### config.mk
export PLATFORM = sky130hd
export DESIGN_NAME = integer_to_digit_string
export DESIGN_NICKNAME = d
export VERILOG_FILES = /design/src/rtl/core/itds_pkg.sv /design/src/rtl/core/integer_to_digit_string.sv /design/src/rtl/core/itds_ram.sv
export VERILOG_INCLUDE_DIRS = /design/src /design/src/rtl/core
export SDC_FILE = /design/constraint.sdc
export NUM_CORES = 1
export LEC_CHECK = 0
export BUFFER_PORTS_ARGS = -buffer_cell sky130_fd_sc_hd__buf_2
export CORE_MARGIN = 8
export CORE_UTILIZATION = 45
export CTS_CLUSTER_SIZE = 20
export DETAILED_ROUTE_END_ITERATION = 12
export PLACE_DENSITY = 0.69
export RECOVER_POWER = 25
export SKIP_LAST_GASP = 1
export SYNTH_ARGS = -nofsm -noshare
export SYNTH_HDL_FRONTEND = slang
export SYNTH_SLANG_ARGS = --single-unit
export TNS_END_PERCENT = 30
### constraint.sdc
create_clock -name clk -period 8.05 [get_ports clk]
set_input_delay 0.805 -clock clk [delete_from_list [all_inputs] [get_ports clk]]
set_output_delay 0.805 -clock clk [all_outputs]
set_load 0.005 [all_outputs]
### src/rtl/core/integer_to_digit_string_assert.svh
// Assertion helpers included by integer_to_digit_string.sv, the RTL file of the digit string block.
`ifndef INTEGER_TO_DIGIT_STRING_ASSERT_SVH
`define INTEGER_TO_DIGIT_STRING_ASSERT_SVH

// Same-cycle implication, checked outside of reset.
`define ITDS_ASSERT_NOW(label, ante, cons, msg) \
  label: assert property (@(posedge clk) disable iff (!rst_n) (ante) |-> (cons)) \
    else $error(msg);

// Next-cycle implication, checked outside of reset.
`define ITDS_ASSERT_NEXT(label, ante, cons, msg) \
  label: assert property (@(posedge clk) disable iff (!rst_n) (ante) |=> (cons)) \
    else $error(msg);

`endif

### src/rtl/core/itds_pkg.sv
`default_nettype none

package itds_pkg;

  // Default width of the value to convert.
  localparam int VALUE_BITS_DEF = 31;

  // Field widths.
  localparam int RADIX_W = 6;
  localparam int DIGIT_W = 6;
  localparam int CHAR_W  = 7;
  localparam int APB_DW  = 32;
  localparam int APB_AW  = 3;

  // Register indexes.
  localparam logic REG_RADIX = 1'b0;

  // Radix limits and reset value.
  localparam logic [RADIX_W-1:0] RADIX_RESET = 6'd10;
  localparam logic [RADIX_W-1:0] RADIX_MIN   = 6'd2;
  localparam logic [RADIX_W-1:0] RADIX_MAX   = 6'd36;

  // Character codes.
  localparam logic [CHAR_W-1:0] CHAR_ZERO = 7'd48;
  localparam logic [CHAR_W-1:0] CHAR_A    = 7'd65;
  localparam logic [CHAR_W-1:0] DECIMAL_LIMIT     = 7'd10;
  localparam logic [DIGIT_W-1:0] DIGIT_MAX_DECIMAL = 6'd9;

  typedef logic [RADIX_W-1:0] radix_t;
  typedef logic [DIGIT_W-1:0] digit_t;
  typedef logic [CHAR_W-1:0]  char_t;

  // Map a digit value to its ASCII character.
  function automatic char_t digit_to_ascii(input digit_t d);
    char_t dx;
    dx = {1'b0, d};
    if (d <= DIGIT_MAX_DECIMAL) begin
      return dx + CHAR_ZERO;
    end
    return dx - DECIMAL_LIMIT + CHAR_A;
  endfunction

endpackage

`default_nettype wire

### src/rtl/core/integer_to_digit_string.sv
// Channel  | Direction | Handshake               | Payload
// ---------+-----------+-------------------------+--------------------------------
// in       | input     | in_valid / in_ready     | in_value
// out      | output    | out_valid / out_ready   | out_digit_char, out_last
// cfg      | input     | APB psel/penable/pready | paddr, pwdata, prdata (radix)
//
// Each digit is found by the shared restoring divider (one quotient bit per cycle);
// once all digits are stored, each is read back through the registered digit RAM read
// port (S_RD, then S_LOAD) into the output register, most significant digit first.
// in_ready is high only while idle; the last digit may still wait in the output register.
// Reset (synchronous, active low) returns the radix to ten and the sequencer to idle.
// A stalled output holds the emit sequence until out_ready rises.
`default_nettype none

module integer_to_digit_string
  import itds_pkg::*;
#(
  parameter int VALUE_BITS = VALUE_BITS_DEF
) (
  input  wire logic                  clk,
  input  wire logic                  rst_n,
  // Input requests.
  input  wire logic                  in_valid,
  output logic                       in_ready,
  input  wire logic [VALUE_BITS-1:0] in_value,
  // Result requests.
  output logic                       out_valid,
  input  wire logic                  out_ready,
  output logic      [CHAR_W-1:0]     out_digit_char,
  output logic                       out_last,
  // Configuration port.
  input  wire logic                  psel,
  input  wire logic                  penable,
  input  wire logic                  pwrite,
  input  wire logic [APB_AW-1:0]     paddr,
  input  wire logic [APB_DW-1:0]     pwdata,
  output logic      [APB_DW-1:0]     prdata,
  output logic                       pready
);

`include "integer_to_digit_string_assert.svh"

  localparam int CNT_W  = $clog2(VALUE_BITS + 1);
  localparam int BIT_W  = $clog2(VALUE_BITS);
  localparam int ADDR_W = $clog2(VALUE_BITS);
  localparam logic [BIT_W-1:0] LAST_BIT = BIT_W'(VALUE_BITS - 1);

  localparam logic [1:0] S_IDLE = 2'd0;
  localparam logic [1:0] S_DIV  = 2'd1;
  localparam logic [1:0] S_RD   = 2'd2;
  localparam logic [1:0] S_LOAD = 2'd3;

  logic [1:0]            state_r, state_nxt;
  radix_t                radix_r;
  radix_t                eff_radix_r, eff_radix_nxt;
  logic [VALUE_BITS-1:0] quot_r, quot_nxt;
  digit_t                rem_r, rem_nxt;
  logic [BIT_W-1:0]      bit_r, bit_nxt;
  logic [CNT_W-1:0]      count_r, count_nxt;
  logic [CNT_W-1:0]      emit_r, emit_nxt;
  logic                  out_valid_r, out_valid_nxt;
  char_t                 out_char_r, out_char_nxt;
  logic                  out_last_r, out_last_nxt;

  logic [DIGIT_W:0]      trial;
  logic [DIGIT_W:0]      diff;
  logic                  qbit;
  digit_t                rem_step;
  logic [VALUE_BITS-1:0] quot_shift;
  logic                  ram_we;
  logic [CNT_W-1:0]      emit_prev;
  digit_t                ram_rdata;
  logic                  out_room;
  logic                  cfg_write;

  // Configuration register access.
  assign pready    = 1'b1;
  assign cfg_write = psel && penable && pwrite && pready;
  assign prdata    = (paddr[2] == REG_RADIX) ? {{(APB_DW-RADIX_W){1'b0}}, radix_r}
                                             : '0;

  always_ff @(posedge clk) begin
    if (!rst_n) begin
      radix_r <= RADIX_RESET;
    end else if (cfg_write && paddr[2] == REG_RADIX) begin
      radix_r <= pwdata[RADIX_W-1:0];
    end
  end

  // Clamp the radix into the supported range at the start of an item.
  always_comb begin
    if (radix_r < RADIX_MIN) begin
      eff_radix_nxt = RADIX_MIN;
    end else if (radix_r > RADIX_MAX) begin
      eff_radix_nxt = RADIX_MAX;
    end else begin
      eff_radix_nxt = radix_r;
    end
  end

  // Shared divider step: shift in one dividend bit and try a subtraction.
  assign trial      = {rem_r, quot_r[VALUE_BITS-1]};
  assign diff       = trial - {1'b0, eff_radix_r};
  assign qbit       = (trial >= {1'b0, eff_radix_r});
  assign rem_step   = qbit ? diff[DIGIT_W-1:0] : trial[DIGIT_W-1:0];
  assign quot_shift = {quot_r[VALUE_BITS-2:0], qbit};

  assign ram_we    = (state_r == S_DIV) && (bit_r == LAST_BIT);
  assign emit_prev = emit_r - 1'b1;
  assign out_room  = !out_valid_r || out_ready;

  itds_ram #(
    .WIDTH (DIGIT_W),
    .DEPTH (VALUE_BITS)
  ) u_digit_ram (
    .clk   (clk),
    .we    (ram_we),
    .waddr (count_r[ADDR_W-1:0]),
    .wdata (rem_step),
    .raddr (emit_prev[ADDR_W-1:0]),
    .rdata (ram_rdata)
  );

  // Sequencer: divide digit by digit, then emit most significant first.
  always_comb begin
    state_nxt     = state_r;
    quot_nxt      = quot_r;
    rem_nxt       = rem_step;
    bit_nxt       = bit_r;
    count_nxt     = count_r;
    emit_nxt      = emit_r;
    out_valid_nxt = out_valid_r && !out_ready;
    out_char_nxt  = out_char_r;
    out_last_nxt  = out_last_r;
    unique case (state_r)
      S_IDLE: begin
        if (in_valid) begin
          state_nxt = S_DIV;
          quot_nxt  = in_value;
          rem_nxt   = '0;
          bit_nxt   = '0;
          count_nxt = '0;
        end else begin
          rem_nxt = rem_r;
        end
      end
      S_DIV: begin
        quot_nxt = quot_shift;
        if (bit_r == LAST_BIT) begin
          count_nxt = count_r + 1'b1;
          bit_nxt   = '0;
          if (quot_shift == '0) begin
            emit_nxt  = count_r + 1'b1;
            state_nxt = S_RD;
          end else begin
            rem_nxt = '0;
          end
        end else begin
          bit_nxt = bit_r + 1'b1;
        end
      end
      S_RD: begin
        rem_nxt   = rem_r;
        state_nxt = S_LOAD;
      end
      S_LOAD: begin
        rem_nxt = rem_r;
        if (out_room) begin
          out_valid_nxt = 1'b1;
          out_char_nxt  = digit_to_ascii(ram_rdata);
          out_last_nxt  = (emit_r == CNT_W'(1));
          emit_nxt      = emit_prev;
          state_nxt     = (emit_r == CNT_W'(1)) ? S_IDLE : S_RD;
        end
      end
      default: begin
        rem_nxt   = rem_r;
        state_nxt = S_IDLE;
      end
    endcase
  end

  // Control registers.
  always_ff @(posedge clk) begin
    if (!rst_n) begin
      state_r     <= S_IDLE;
      bit_r       <= '0;
      count_r     <= '0;
      emit_r      <= '0;
      out_valid_r <= 1'b0;
    end else begin
      state_r     <= state_nxt;
      bit_r       <= bit_nxt;
      count_r     <= count_nxt;
      emit_r      <= emit_nxt;
      out_valid_r <= out_valid_nxt;
    end
  end

  // Datapath registers.
  always_ff @(posedge clk) begin
    quot_r     <= quot_nxt;
    rem_r      <= rem_nxt;
    out_char_r <= out_char_nxt;
    out_last_r <= out_last_nxt;
    if (state_r == S_IDLE) begin
      eff_radix_r <= eff_radix_nxt;
    end
  end

  assign in_ready       = (state_r == S_IDLE);
  assign out_valid      = out_valid_r;
  assign out_digit_char = out_char_r;
  assign out_last       = out_last_r;

  // The partial remainder always stays below the divisor.
  `ITDS_ASSERT_NOW(a_rem_below_radix, state_r == S_DIV, rem_r < eff_radix_r, "rem >= radix")
  // Each finished division stores exactly one more digit.
  `ITDS_ASSERT_NEXT(a_digit_stored, ram_we, count_r == $past(count_r) + 1'b1, "count stuck")
  // An accepted item starts the divider and blocks further input.
  `ITDS_ASSERT_NEXT(a_accept_starts, in_valid && in_ready, state_r == S_DIV && !in_ready, "stuck")
  // The emit sequence never runs past the stored digits.
  `ITDS_ASSERT_NOW(a_emit_in_range, state_r == S_LOAD, emit_r != '0 && emit_r <= count_r, "range")

endmodule

`default_nettype wire

### src/rtl/core/itds_ram.sv
`default_nettype none

// Simple dual-port RAM with one write port and a registered read port.
module itds_ram #(
  parameter int WIDTH = 6,
  parameter int DEPTH = 31
) (
  input  wire logic                     clk,
  input  wire logic                     we,
  input  wire logic [$clog2(DEPTH)-1:0] waddr,
  input  wire logic [WIDTH-1:0]         wdata,
  input  wire logic [$clog2(DEPTH)-1:0] raddr,
  output logic      [WIDTH-1:0]         rdata
);

  logic [WIDTH-1:0] mem [DEPTH];

  always_ff @(posedge clk) begin
    if (we) begin
      mem[waddr] <= wdata;
    end
    rdata <= mem[raddr];
  end

endmodule

`default_nettype wire
==> reports/results.txt <==
Register area - 7720 um^2
Hold Buf Count CTS - 0
Final Non-Filler Cells - 1172
Post-synthesis sequential area ratio - 67.4%
Area occupied by multi-input gates - 3450 um^2
Measured slew at the worst slew-check pin - 2.94 ns
Initial antenna violation count - 0
Num CTS Buffers - 27
Min-delay worst type - reg2reg
Worst EP arrival - 4.42 ns
Final setup violation count - 0
Hold depth - 1
CP Class - reg2reg
Post-Syn Area per Cell - 15.1 um^2
Synth-to-layout area growth - 11.8%
Mapped Area - 11400 um^2
Main flop type after synthesis - edfxtp_1
DR vias - 6234
DRT iter0 DRCs - 469
Cell variety after synth - 48
Yosys warning count - 0
Final hold violations - 0
WL/cell - 19.4 um
Max_slew headroom - -96.5%
Ant. Diodes - 0
GPL Wtd Cong - 0.735
Worst skew pair latency - 0.53 ns
Placed cell count - 1122
Final ANT Viol Nets - 0
Root buffer cell - clkbuf_16
Maximum vdd drop - 0.000173 V
Endpoint class of the critical path - register
Pwr dens - 243 nW/um^2
CP Data Required Time - 8.48 ns
Io pins - 116
Final nets - 913
Grt met2 use - 23.1%
Largest area contributor in the netlist - edfxtp_1
Largest net degree at the start of global routing - 53
Fin crit share - 49.6%
Slack of the worst reg-to-reg path - 4.06 ns
Setup repair bufs after CTS - 0
CORE AREA - 25100 um^2
Die W - 175 um
Seq cells post-synth - 267
CTS tree - built
Drt pass-1 iters - 5
H-tree depth - 1
Status - finished, violations left
CP Max Fanout - 38
Dpl hpwl - 14200 um
Fill cells - 2084
Min Tclk post-route - 3.99 ns
Clock-pin slew on the worst setup and hold paths - 0.06 ns
Post-synth top area share - 62.2%
Residual DRC count - 0
Path depth of the worst reg2reg path - 6
Vias per cell - 5.32
Total GRT Usage - 14.6%
Max_cap viols - 1
Post-Route Skew - 0.00721 ns
Worst-case clock buffer depth - 3
Crit start category - register
Leak - 4.44 nW
Mapped Cells - 758
Async S/R FF share, synth - 0%
Setup TNS Final - 0 ns
Failing checks - max-capacitance violations, max-slew violations
Top Usage Layer GRT - met2
Max Fclk - 250 MHz
Layout cells sized above 1 - 19.2%
EDFF count, synth - 237
Routed WL - 22800 um
Met1 usage - 19.5%
First-pass GRT wire length - 35000 um
Vias in the first global route - 6159
GRT Residual Overflow - 0
Area contributors post-synth - edfxtp_1 (62%), mux4_2 (11%), dfxtp_1 (5.2%), nand2_1 (4.0%), buf_4 (2.1%)
RSZ-0062 raised after global routing - no
Fin. max-slew vios - 39
CTS resizes - 0
Die area - 30800 um^2
Port bufs - 60
Core Rows - 58
CTS Sinks - 267
Die H - 175 um
Met3 GRT Util - 3.03%
Initial Utilization - 45.6%
-- cell families (layout without fill, tap and decap cells) --
kind of cell | after synthesis | in the layout | synth area share, %
fa+ha+maj | 20 | 20 | 2.23
mux | 80 | 80 | 13.0
other cells | 2 | 27 | 0.0656
buf+inv | 75 | 134 | 3.56
flops | 267 | 267 | 67.4
compound gates | 51 | 51 | 2.90
xor+xnor | 15 | 15 | 1.15
simple gates | 248 | 248 | 9.66
-- cells in the mapped netlist, types with 2 or more instances --
cell type,instances
a21oi_1,13
nand2b_1,5
mux2_2,9
nor2b_1,29
conb_1,2
ha_1,18
o21ai_1,3
nor4b_1,2
buf_2,5
nor3_1,2
nand3b_1,3
nand3_1,8
xnor2_1,10
xor2_1,5
o21ai_0,14
and2_1,2
mux4_2,54
inv_1,17
edfxtp_1,237
or3_1,2
dfxtp_1,30
a21o_1,2
clkbuf_1,21
mux2i_1,17
a22oi_1,3
o211a_1,3
nor4_1,7
nor2_1,58
buf_4,32
nand4_1,4
a211oi_1,3
nand2_1,122
-- critical path: stages (launching register included) --
cell	delay [ns]
dfxtp_1	0.43
nor2_1	0.09
nor2_1	2.14
nand2_1	0.62
o21ai_0	0.34
o21ai_0	0.10
and2_0	0.17
-- flip-flops by register name, indices dropped and copies added, names as in the netlist --
signal and count:
out_digit_char 7, rem_r 6, u_digit_ram.mem 186, u_digit_ram.rdata 6, eff_radix_r 6, count_r 5, bit_r 5, radix_r 6
quot_r 31, out_last 1, state_r 2, out_valid 1, emit_r 5
-- final timing paths --
path	to	start
worst max-delay path	count_r[2]	state_r[0]
worst min register to register	bit_r[3]	bit_r[3]
worst max register to register	count_r[2]	state_r[0]
worst min-delay path	bit_r[3]	bit_r[3]
-- final cells by class --
cell class                 count  share of cell area, %
sequential                   267                   60.4
tap                          330                   3.23
clock inverter                16                  0.802
clock buffer                  34                   5.57
inverter                      17                  0.499
timing repair buffer          67                   2.56
multi-input combinational    441                   27.0
-- layout by cell type (no fill, tap or decap), types with 5 or more instances in the layout --
cell | Yosys | final
mux4_2 | 54 | 54
nor2b_1 | 29 | 28
nand3_1 | 8 | 8
buf_2 | 5 | 43
dfxtp_1 | 30 | 29
inv_1 | 17 | 17
conb_1 | 2 | 27
nand2b_1 | 5 | 5
clkinv_1 | 0 | 7
clkinv_2 | 0 | 6
a21oi_1 | 13 | 13
clkbuf_16 | 0 | 27
mux2_2 | 9 | 9
nand2_1 | 122 | 122
ha_1 | 18 | 17
edfxtp_1 | 237 | 237
xor2_1 | 5 | 5
clkbuf_1 | 21 | 22
nor4_1 | 7 | 7
buf_4 | 32 | 5
xnor2_1 | 10 | 8
nor2_1 | 58 | 59
o21ai_0 | 14 | 14
mux2i_1 | 17 | 16
-- power breakdown --
part / total, mW / switching (mW) / internal (mW)
sequential: 1.68 / 0.0159 / 1.66
combinational: 0.266 / 0.203 / 0.0630
clock: 1.16 / 0.504 / 0.656
total: 3.11 / 0.723 / 2.38
-- layer usage --
metal / vias up / wire (um)
met5: - / 0
li1: 2899 / -
met3: 58 / 1770
met2: 215 / 10600
met4: 0 / 753
met1: 3062 / 9630
-- per-stage QoR --
stage | utilization (%) | hold WS [ns] | total power, mW | cell area (um^2) | setup WS (ns)
global placement | 47.8 | 0.464 | 1.97 | 12000 | 4.14
floorplan | - | 0.450 | 1.86 | 11500 | 4.67
CTS | 51.1 | 0.479 | 3.13 | 12800 | 4.07
finish | 50.9 | 0.497 | 3.11 | 12800 | 4.06
detailed placement | 47.8 | 0.485 | 1.98 | 12000 | 4.11
global route | 50.9 | 0.507 | 3.22 | 12800 | 3.44
No activity file was read; power rests on OpenSTA's default activity.
